==> src/decimal_digit_serial_arith_defines.svh <==
// assertion macros shared by the decimal digit-serial arithmetic block
`ifndef DECIMAL_DIGIT_SERIAL_ARITH_DEFINES_SVH
`define DECIMAL_DIGIT_SERIAL_ARITH_DEFINES_SVH

`ifndef NO_ASSERTIONS

// antecedent implies consequent in the same cycle
`define DDSA_ASSERT_IMP(lbl, ante, cons) \
    lbl: assert property (@(posedge aclk) disable iff (!aresetn) (ante) |-> (cons)) \
        else $error("implication check failed");

// antecedent implies consequent in the next cycle
`define DDSA_ASSERT_NEXT(lbl, ante, cons) \
    lbl: assert property (@(posedge aclk) disable iff (!aresetn) (ante) |=> (cons)) \
        else $error("next-cycle check failed");

`else

`define DDSA_ASSERT_IMP(lbl, ante, cons)
`define DDSA_ASSERT_NEXT(lbl, ante, cons)

`endif

`endif

==> src/ddsa_pkg.sv <==
// shared types, constants and helpers for the decimal digit-serial arithmetic block
package ddsa_pkg;

    // operand and running value width
    localparam int OPERAND_BITS = 16;
    // fixed field widths
    localparam int DIGIT_W = 4;
    localparam int CARRY_W = 16;
    localparam int KIND_W  = 2;

    // working width: running value times ten plus a digit
    localparam int U_W = OPERAND_BITS + 4;

    // reciprocal of ten, exact for every value below 2**U_W
    localparam int RECIP_S = U_W + 4;
    localparam int RECIP_W = U_W + 1;
    localparam logic [RECIP_W-1:0] RECIP_TEN =
        RECIP_W'(((64'd1 << RECIP_S) + 64'd9) / 64'd10);
    localparam int PROD_W = U_W + RECIP_W;
    localparam int QUOT_W = PROD_W - RECIP_S;

    // stream word layouts
    localparam int S_TDATA_W = 8;
    localparam int S_TUSER_W = 3;
    localparam int M_BITS    = DIGIT_W + CARRY_W;
    localparam int M_TDATA_W = ((M_BITS + 7) / 8) * 8;

    typedef logic [OPERAND_BITS-1:0] operand_t;
    typedef logic [U_W-1:0]          wide_t;
    typedef logic [DIGIT_W-1:0]      digit_t;
    typedef logic [KIND_W-1:0]       kind_t;

    localparam operand_t OPERAND_MAX = '1;

    // operation codes
    localparam kind_t KIND_DIV = 2'd0;
    localparam kind_t KIND_MUL = 2'd1;
    localparam kind_t KIND_SUB = 2'd2;

    // datapath operations issued by the controller
    typedef enum logic [2:0] {
        DP_NONE,
        DP_LOAD,
        DP_PREP,
        DP_SAT9,
        DP_DSTEP,
        DP_DFIN,
        DP_MMUL,
        DP_MFIN
    } dp_op_t;

    typedef struct packed {
        dp_op_t      op;
        logic [1:0]  step;
        logic        emit;
    } ddsa_cmd_t;

    typedef struct packed {
        kind_t kind;
        logic  ge_nine;
        logic  rem_lt_div;
    } ddsa_status_t;

    // clamp a working value to the operand range
    function automatic operand_t sat_operand(input wide_t v);
        sat_operand = (v > wide_t'(OPERAND_MAX)) ? OPERAND_MAX : operand_t'(v);
    endfunction

endpackage

==> src/ddsa_ctrl.sv <==
// controller state machine sequencing one digit through the datapath
module ddsa_ctrl import ddsa_pkg::*; (
    input  logic         aclk,
    input  logic         aresetn,
    input  logic         s_tvalid,
    output logic         s_tready,
    output logic         m_tvalid,
    input  logic         m_tready,
    input  ddsa_status_t st,
    output ddsa_cmd_t    cmd
);

    typedef enum logic [2:0] {
        S_IDLE,
        S_PREP,
        S_CHECK,
        S_DIV,
        S_DFIN,
        S_MUL,
        S_MFIN,
        S_OUT
    } state_t;

    state_t     state_reg, state_next;
    logic [1:0] step_reg, step_next;
    logic       s_tready_reg;
    logic       m_tvalid_reg, m_tvalid_next;

    // next state and datapath command
    always_comb begin
        state_next = state_reg;
        step_next  = step_reg;
        cmd.op     = DP_NONE;
        cmd.step   = step_reg;
        cmd.emit   = 1'b0;
        case (state_reg)
            S_IDLE: begin
                // load only on a real handshake
                if (s_tvalid && s_tready_reg) begin
                    cmd.op     = DP_LOAD;
                    state_next = S_PREP;
                end
            end
            S_PREP: begin
                cmd.op = DP_PREP;
                if (st.kind == KIND_DIV) begin
                    state_next = S_CHECK;
                end else if (st.kind == KIND_MUL) begin
                    state_next = S_MUL;
                end else begin
                    state_next = S_OUT;
                end
            end
            S_CHECK: begin
                if (st.ge_nine) begin
                    cmd.op     = DP_SAT9;
                    state_next = S_OUT;
                end else begin
                    step_next  = 2'd3;
                    state_next = S_DIV;
                end
            end
            S_DIV: begin
                cmd.op    = DP_DSTEP;
                step_next = step_reg - 2'd1;
                if (step_reg == 2'd0) begin
                    state_next = S_DFIN;
                end
            end
            S_DFIN: begin
                cmd.op     = DP_DFIN;
                state_next = S_OUT;
            end
            S_MUL: begin
                cmd.op     = DP_MMUL;
                state_next = S_MFIN;
            end
            S_MFIN: begin
                cmd.op     = DP_MFIN;
                state_next = S_OUT;
            end
            S_OUT: begin
                if (!m_tvalid_reg || m_tready) begin
                    cmd.emit   = 1'b1;
                    state_next = S_IDLE;
                end
            end
            default: begin
                state_next = S_IDLE;
            end
        endcase
    end

    // output valid: set on emit, cleared when taken
    always_comb begin
        if (cmd.emit) begin
            m_tvalid_next = 1'b1;
        end else if (m_tready) begin
            m_tvalid_next = 1'b0;
        end else begin
            m_tvalid_next = m_tvalid_reg;
        end
    end

    // state and registered handshake outputs
    always_ff @(posedge aclk) begin
        if (!aresetn) begin
            state_reg    <= S_IDLE;
            step_reg     <= 2'd0;
            s_tready_reg <= 1'b0;
            m_tvalid_reg <= 1'b0;
        end else begin
            state_reg    <= state_next;
            step_reg     <= step_next;
            s_tready_reg <= (state_next == S_IDLE);
            m_tvalid_reg <= m_tvalid_next;
        end
    end

    assign s_tready = s_tready_reg;
    assign m_tvalid = m_tvalid_reg;

endmodule

==> src/ddsa_dp.sv <==
// datapath: running value, divide steps, multiply by reciprocal, subtract
module ddsa_dp import ddsa_pkg::*; (
    input  logic                 aclk,
    input  logic                 aresetn,
    input  logic                 cfg_we,
    input  logic [CARRY_W-1:0]   cfg_data,
    input  logic [S_TDATA_W-1:0] s_tdata,
    input  logic [S_TUSER_W-1:0] s_tuser,
    input  ddsa_cmd_t            cmd,
    output ddsa_status_t         st,
    output logic [M_TDATA_W-1:0] m_tdata
);

    operand_t             op_reg;
    operand_t             rc_reg;
    kind_t                kind_reg;
    digit_t               da_reg;
    digit_t               db_reg;
    wide_t                u_reg;
    wide_t                nine_reg;
    digit_t               q_reg;
    logic [PROD_W-1:0]    prod_reg;
    digit_t               digit_reg;
    logic [M_TDATA_W-1:0] m_tdata_reg;

    operand_t             n_eff;
    wide_t                dvs;
    logic [QUOT_W-1:0]    quo;
    wide_t                quo_x10;
    wide_t                mul_rem;
    logic                 borrow_in;
    logic signed [5:0]    sub_diff;
    logic signed [5:0]    sub_fix;

    // zero divisor divides as one
    assign n_eff = (op_reg == '0) ? operand_t'(1) : op_reg;

    // shifted divisor for the current restoring step
    assign dvs = wide_t'(n_eff) << cmd.step;

    // quotient by ten and remainder digit
    assign quo     = prod_reg[PROD_W-1:RECIP_S];
    assign quo_x10 = (wide_t'(quo) << 3) + (wide_t'(quo) << 1);
    assign mul_rem = u_reg - quo_x10;

    // subtract with borrow
    assign borrow_in = (rc_reg != '0);
    assign sub_diff  = $signed({2'b00, da_reg}) - $signed({2'b00, db_reg})
                       - $signed({5'b00000, borrow_in});
    assign sub_fix   = (sub_diff < 0) ? (sub_diff + 6'sd10) : sub_diff;

    // status to controller
    assign st.kind       = kind_reg;
    assign st.ge_nine    = (u_reg >= nine_reg);
    assign st.rem_lt_div = (u_reg < wide_t'(n_eff));

    // configuration and running value
    always_ff @(posedge aclk) begin
        if (!aresetn) begin
            op_reg <= operand_t'(1);
            rc_reg <= '0;
        end else begin
            if (cfg_we) begin
                op_reg <= operand_t'(cfg_data);
            end
            case (cmd.op)
                DP_LOAD: begin
                    if (s_tuser[2]) begin
                        rc_reg <= '0;
                    end
                end
                DP_PREP: begin
                    if (kind_reg == KIND_SUB) begin
                        rc_reg <= (sub_diff < 0) ? operand_t'(1) : '0;
                    end
                end
                DP_SAT9: rc_reg <= sat_operand(u_reg - nine_reg);
                DP_DFIN: rc_reg <= operand_t'(u_reg);
                DP_MFIN: rc_reg <= sat_operand(wide_t'(quo));
                default: ;
            endcase
        end
    end

    // working registers of the datapath
    always_ff @(posedge aclk) begin
        case (cmd.op)
            DP_LOAD: begin
                kind_reg <= s_tuser[1:0];
                da_reg   <= s_tdata[3:0];
                db_reg   <= s_tdata[7:4];
            end
            DP_PREP: begin
                case (kind_reg)
                    KIND_DIV: begin
                        u_reg    <= (wide_t'(rc_reg) << 3) + (wide_t'(rc_reg) << 1)
                                    + wide_t'(da_reg);
                        nine_reg <= (wide_t'(n_eff) << 3) + wide_t'(n_eff);
                        q_reg    <= '0;
                    end
                    KIND_MUL: begin
                        u_reg <= wide_t'(op_reg) * wide_t'(da_reg) + wide_t'(rc_reg);
                    end
                    KIND_SUB: begin
                        digit_reg <= sub_fix[3:0];
                    end
                    default: begin
                        digit_reg <= '0;
                    end
                endcase
            end
            DP_SAT9: begin
                digit_reg <= digit_t'(9);
            end
            DP_DSTEP: begin
                if (u_reg >= dvs) begin
                    u_reg           <= u_reg - dvs;
                    q_reg[cmd.step] <= 1'b1;
                end
            end
            DP_DFIN: begin
                digit_reg <= q_reg;
            end
            DP_MMUL: begin
                prod_reg <= PROD_W'(u_reg) * PROD_W'(RECIP_TEN);
            end
            DP_MFIN: begin
                digit_reg <= mul_rem[3:0];
            end
            default: ;
        endcase
    end

    // output word register
    always_ff @(posedge aclk) begin
        if (cmd.emit) begin
            m_tdata_reg <= M_TDATA_W'({CARRY_W'(rc_reg), digit_reg});
        end
    end

    assign m_tdata = m_tdata_reg;

endmodule

==> src/decimal_digit_serial_arith.sv <==
// top level of the decimal digit-serial arithmetic block
// divide loads, prepares, then saturates at nine or runs the four-step restoring divider;
// multiply loads, prepares, multiplies by the reciprocal of ten, finishes; subtract prepares
// the output register lets the next word enter while a result waits to be taken
// reset (synchronous, active low) sets operand_value to 1 and the running value to 0
`include "decimal_digit_serial_arith_defines.svh"

module decimal_digit_serial_arith import ddsa_pkg::*; (
    input  logic                 aclk,
    input  logic                 aresetn,
    // configuration write: operand_value
    input  logic                 cfg_valid,
    output logic                 cfg_ready,
    input  logic [CARRY_W-1:0]   cfg_data,
    // input word
    input  logic                 s_tvalid,
    output logic                 s_tready,
    input  logic [S_TDATA_W-1:0] s_tdata,   // digit_a[3:0], digit_b[7:4]
    input  logic [S_TUSER_W-1:0] s_tuser,   // kind[1:0], first[2]
    // result word
    output logic                 m_tvalid,
    input  logic                 m_tready,
    output logic [M_TDATA_W-1:0] m_tdata    // digit_out[3:0], carry_out[19:4], zero pad
);

    ddsa_cmd_t    cmd;
    ddsa_status_t st;

    // configuration is always taken
    assign cfg_ready = 1'b1;

    ddsa_ctrl u_ctrl (
        .aclk     (aclk),
        .aresetn  (aresetn),
        .s_tvalid (s_tvalid),
        .s_tready (s_tready),
        .m_tvalid (m_tvalid),
        .m_tready (m_tready),
        .st       (st),
        .cmd      (cmd)
    );

    ddsa_dp u_dp (
        .aclk     (aclk),
        .aresetn  (aresetn),
        .cfg_we   (cfg_valid),
        .cfg_data (cfg_data),
        .s_tdata  (s_tdata),
        .s_tuser  (s_tuser),
        .cmd      (cmd),
        .st       (st),
        .m_tdata  (m_tdata)
    );

    // one item in flight at a time
    `DDSA_ASSERT_NEXT(a_one_item, s_tvalid && s_tready, !s_tready)
    // a result is only written into a free or draining output slot
    `DDSA_ASSERT_IMP(a_slot_free, cmd.emit, !m_tvalid || m_tready)
    // restoring division leaves a remainder below the divisor
    `DDSA_ASSERT_IMP(a_rem_below, cmd.op == DP_DFIN, st.rem_lt_div)

endmodule

==> config.mk <==
export PLATFORM = sky130hd
export DESIGN_NAME = decimal_digit_serial_arith
export DESIGN_NICKNAME = d
export VERILOG_FILES = /design/src/ddsa_pkg.sv /design/src/ddsa_ctrl.sv /design/src/ddsa_dp.sv /design/src/decimal_digit_serial_arith.sv
export VERILOG_INCLUDE_DIRS = /design/src /design/src/src
export SDC_FILE = /design/constraint.sdc
export NUM_CORES = 1
export LEC_CHECK = 0
export CAP_MARGIN = 20
export CORE_AREA = 5 5 135 234
export DETAILED_ROUTE_END_ITERATION = 10
export DIE_AREA = 0 0 140 239
export DONT_BUFFER_PORTS = 1
export PLACE_DENSITY_LB_ADDON = 0.2
export SLEW_MARGIN = 5
export SYNTH_ARGS = -nofsm -noshare
export SYNTH_HDL_FRONTEND = slang
export SYNTH_SLANG_ARGS = --single-unit
==> constraint.sdc <==
create_clock -name aclk -period 11.1 [get_ports aclk]
set_input_delay 0 -clock aclk [delete_from_list [all_inputs] [get_ports aclk]]
set_output_delay 0 -clock aclk [all_outputs]
set_load 0.02 [all_outputs]
==> metrics.yaml <==
tightest_slew_ps: 1100
outcome: "completed"
holdBufCountCts: 43
clockBufferDepth: 2
grt_pass1_wl_um: 83800
path_clk_slew_ps: 70
crit_fanout: 8
end_kind: "flip-flop"
ys_ff_latch: 134
cts_setup_buffers: 0
reg2reg_from: "u_dp.u_reg[10]"
cts_tree: "yes"
finalCritPeriodShare: 0.631
core-area_um2: 29600
hp-start: "s_tuser[2]"
dr_total_vias: 14300
postSynth.asyncResetShare: 0
drc_errors: 0
layout-drive-gt1-share: 0.0416
setup_tns_ps: 0
grt_use_met1: 0.316
seq_area_frac_synth: 0.196
grt_overflow: 0
arrival_ps: 7190
area_growth_pct: 7.25
max_stage_delay_ps: 610
first_global_vias: 15400
htreeDepth: 4
relSlewSlack: 0.269
yosys_warnings: 0
worst_slack_ps: 4090
grt_antenna_before_repair: 0
cap_violations: 0
die_height_um: 239
wire_per_inst_um: 23.2
finalCriticalPeriod_ps: 7010
fmax_mhz: 143
grt_max_degree: 31
track_usage: 0.332
hold_class: "in2reg"
multi_input_area_um2: 13500
dr.pass1.iters: 5
ys_types: 82
path_class: "reg2reg"
final_common_cell: "ha_1"
hold_violations: 0
grt_util_met2: 0.627
syn_area_per_cell_um2: 9.49
fin_cells: 2361
dp.cells: 2283
worstPathCellList: "ha_1 -> fa_1 -> ha_1 -> inv_1 -> fa_1 -> fa_1 -> inv_1 -> fa_1 -> inv_1 -> fa_1 -> inv_1 -> ha_1 -> a211oi_2 -> o211ai_1 -> o221ai_2 -> a31oi_2 -> a211o_1 -> and4_1 -> o311a_1 -> o21a_1 -> nor2_1 -> xnor2_1"
nets: 2499
place_area_um2: 18800
synthFlopType: "edfxtp_1"
slew_violations: 0
die_w_um: 140
cts_made_buffers: 17
synthesis.area_um2: 18600
gr-max-usage-layer: "met2"
setup_viol: 0
skew_ps: 11.6
drtAntennaViolNets: 0
start_util: 0.626
dieArea_um2: 33500
dp_slack_ps: 4120
grt_use_met3: 0.0348
ios: 59
cts_resized: 0
fin_area_um2: 19900
gp_congestion: 0.987
register_area_um2: 3630
clock_latency_ps: 450
rows: 84
synth-edff-count: 95
syn-instance-count: 1956
mostFrequentLayoutCells: "329 x ha_1, 313 x inv_1, 179 x fa_1"
io_buffers: 0
crit_slowest_cell: "edfxtp_1"
cts.sinks: 134
rsz0062_at_grt: "no"
nFillCells: 2436
worstSetupStartpointType: "flip-flop"
crit_start: "u_dp.u_reg[10]"
wl_um: 54700
worst-endpoint-required_ps: 11280
drt_iter0_markers: 890
drt-vias-per-instance: 6.07
cts-root-buf: "clkbuf_16"
cp_common_cell: "fa_1"
hpwl_um: 44600
==> final cells by class <==
type / count / area share
multi-input combinational: 1440 / 0.677
tap: 387 / 0.0243
clock inverter: 15 / 0.00956
timing repair buffer: 52 / 0.0260
clock buffer: 17 / 0.0214
sequential: 134 / 0.183
antenna: 2 / 0.000252
inverter: 314 / 0.0592
==> final timing paths <==
check | endpoint | slack, ps | cells past startpoint
max | u_dp.prod_reg[40] | 4090 | 22
min | u_dp.rc_reg[0] | 30 | 4
max reg2reg | u_dp.prod_reg[40] | 4090 | 22
min reg2reg | u_dp.m_tdata[1] | 410 | 0
==> cell usage after synthesis, drive strengths merged, types with 7 or more instances <==
cell / number / area share
nand3: 36 / 0.0097
o21a: 17 / 0.0069
or3: 9 / 0.0030
and2: 32 / 0.011
inv: 313 / 0.063
nor2: 121 / 0.024
mux2i: 25 / 0.013
nor3: 23 / 0.0062
and3: 17 / 0.0057
a31oi: 15 / 0.0062
dfxtp: 39 / 0.042
nor2b: 20 / 0.0067
a211oi: 25 / 0.011
o22ai: 17 / 0.0057
xnor2: 63 / 0.030
clkbuf: 62 / 0.013
fa: 179 / 0.19
or2: 12 / 0.0040
nand4: 11 / 0.0037
nor4: 8 / 0.0027
edfxtp: 95 / 0.15
a21boi: 7 / 0.0028
nand2: 110 / 0.022
xor2: 44 / 0.021
o21ai: 81 / 0.022
a21o: 31 / 0.013
a21oi: 99 / 0.028
nand2b: 17 / 0.0057
o211ai: 21 / 0.0085
ha: 329 / 0.22
buf: 9 / 0.0033
==> kinds of logic (layout without fill, tap and decap cells) <==
kind of cell	after synthesis	in the layout	share of synthesized area
other cells	2	7	0.000405
fa+ha+maj	508	508	0.415
compound gates	360	360	0.128
mux	33	33	0.0202
xor+xnor	107	107	0.0505
flops	134	134	0.196
buf+inv	385	398	0.0794
simple gates	427	427	0.111
==> critical path, delay by kind of cell (launching register included) <==
family	cells	cell delay, ps
simple gates	2	350
xor+xnor	1	80
buf+inv	4	210
flops	1	610
fa+ha+maj	8	3660
compound gates	7	1810
==> per-layer routing <==
metal	up-vias	wire, um
met4	0	5560
li1	6654	-
met3	217	1930
met1	6965	17700
met2	495	29500
met5	-	0
==> stage by stage <==
stage | hold WS, ps | utilization
floorplan | 98.9 | -
global placement | 72.9 | 0.635
detailed placement | 75.9 | 0.635
CTS | 1.96 | 0.670
global route | 71.3 | 0.671
finish | 27.1 | 0.671
Power is left out: the tool's default activity adds up to more than one toggle a clock period on the data nets, which glitch-free logic cannot reach.
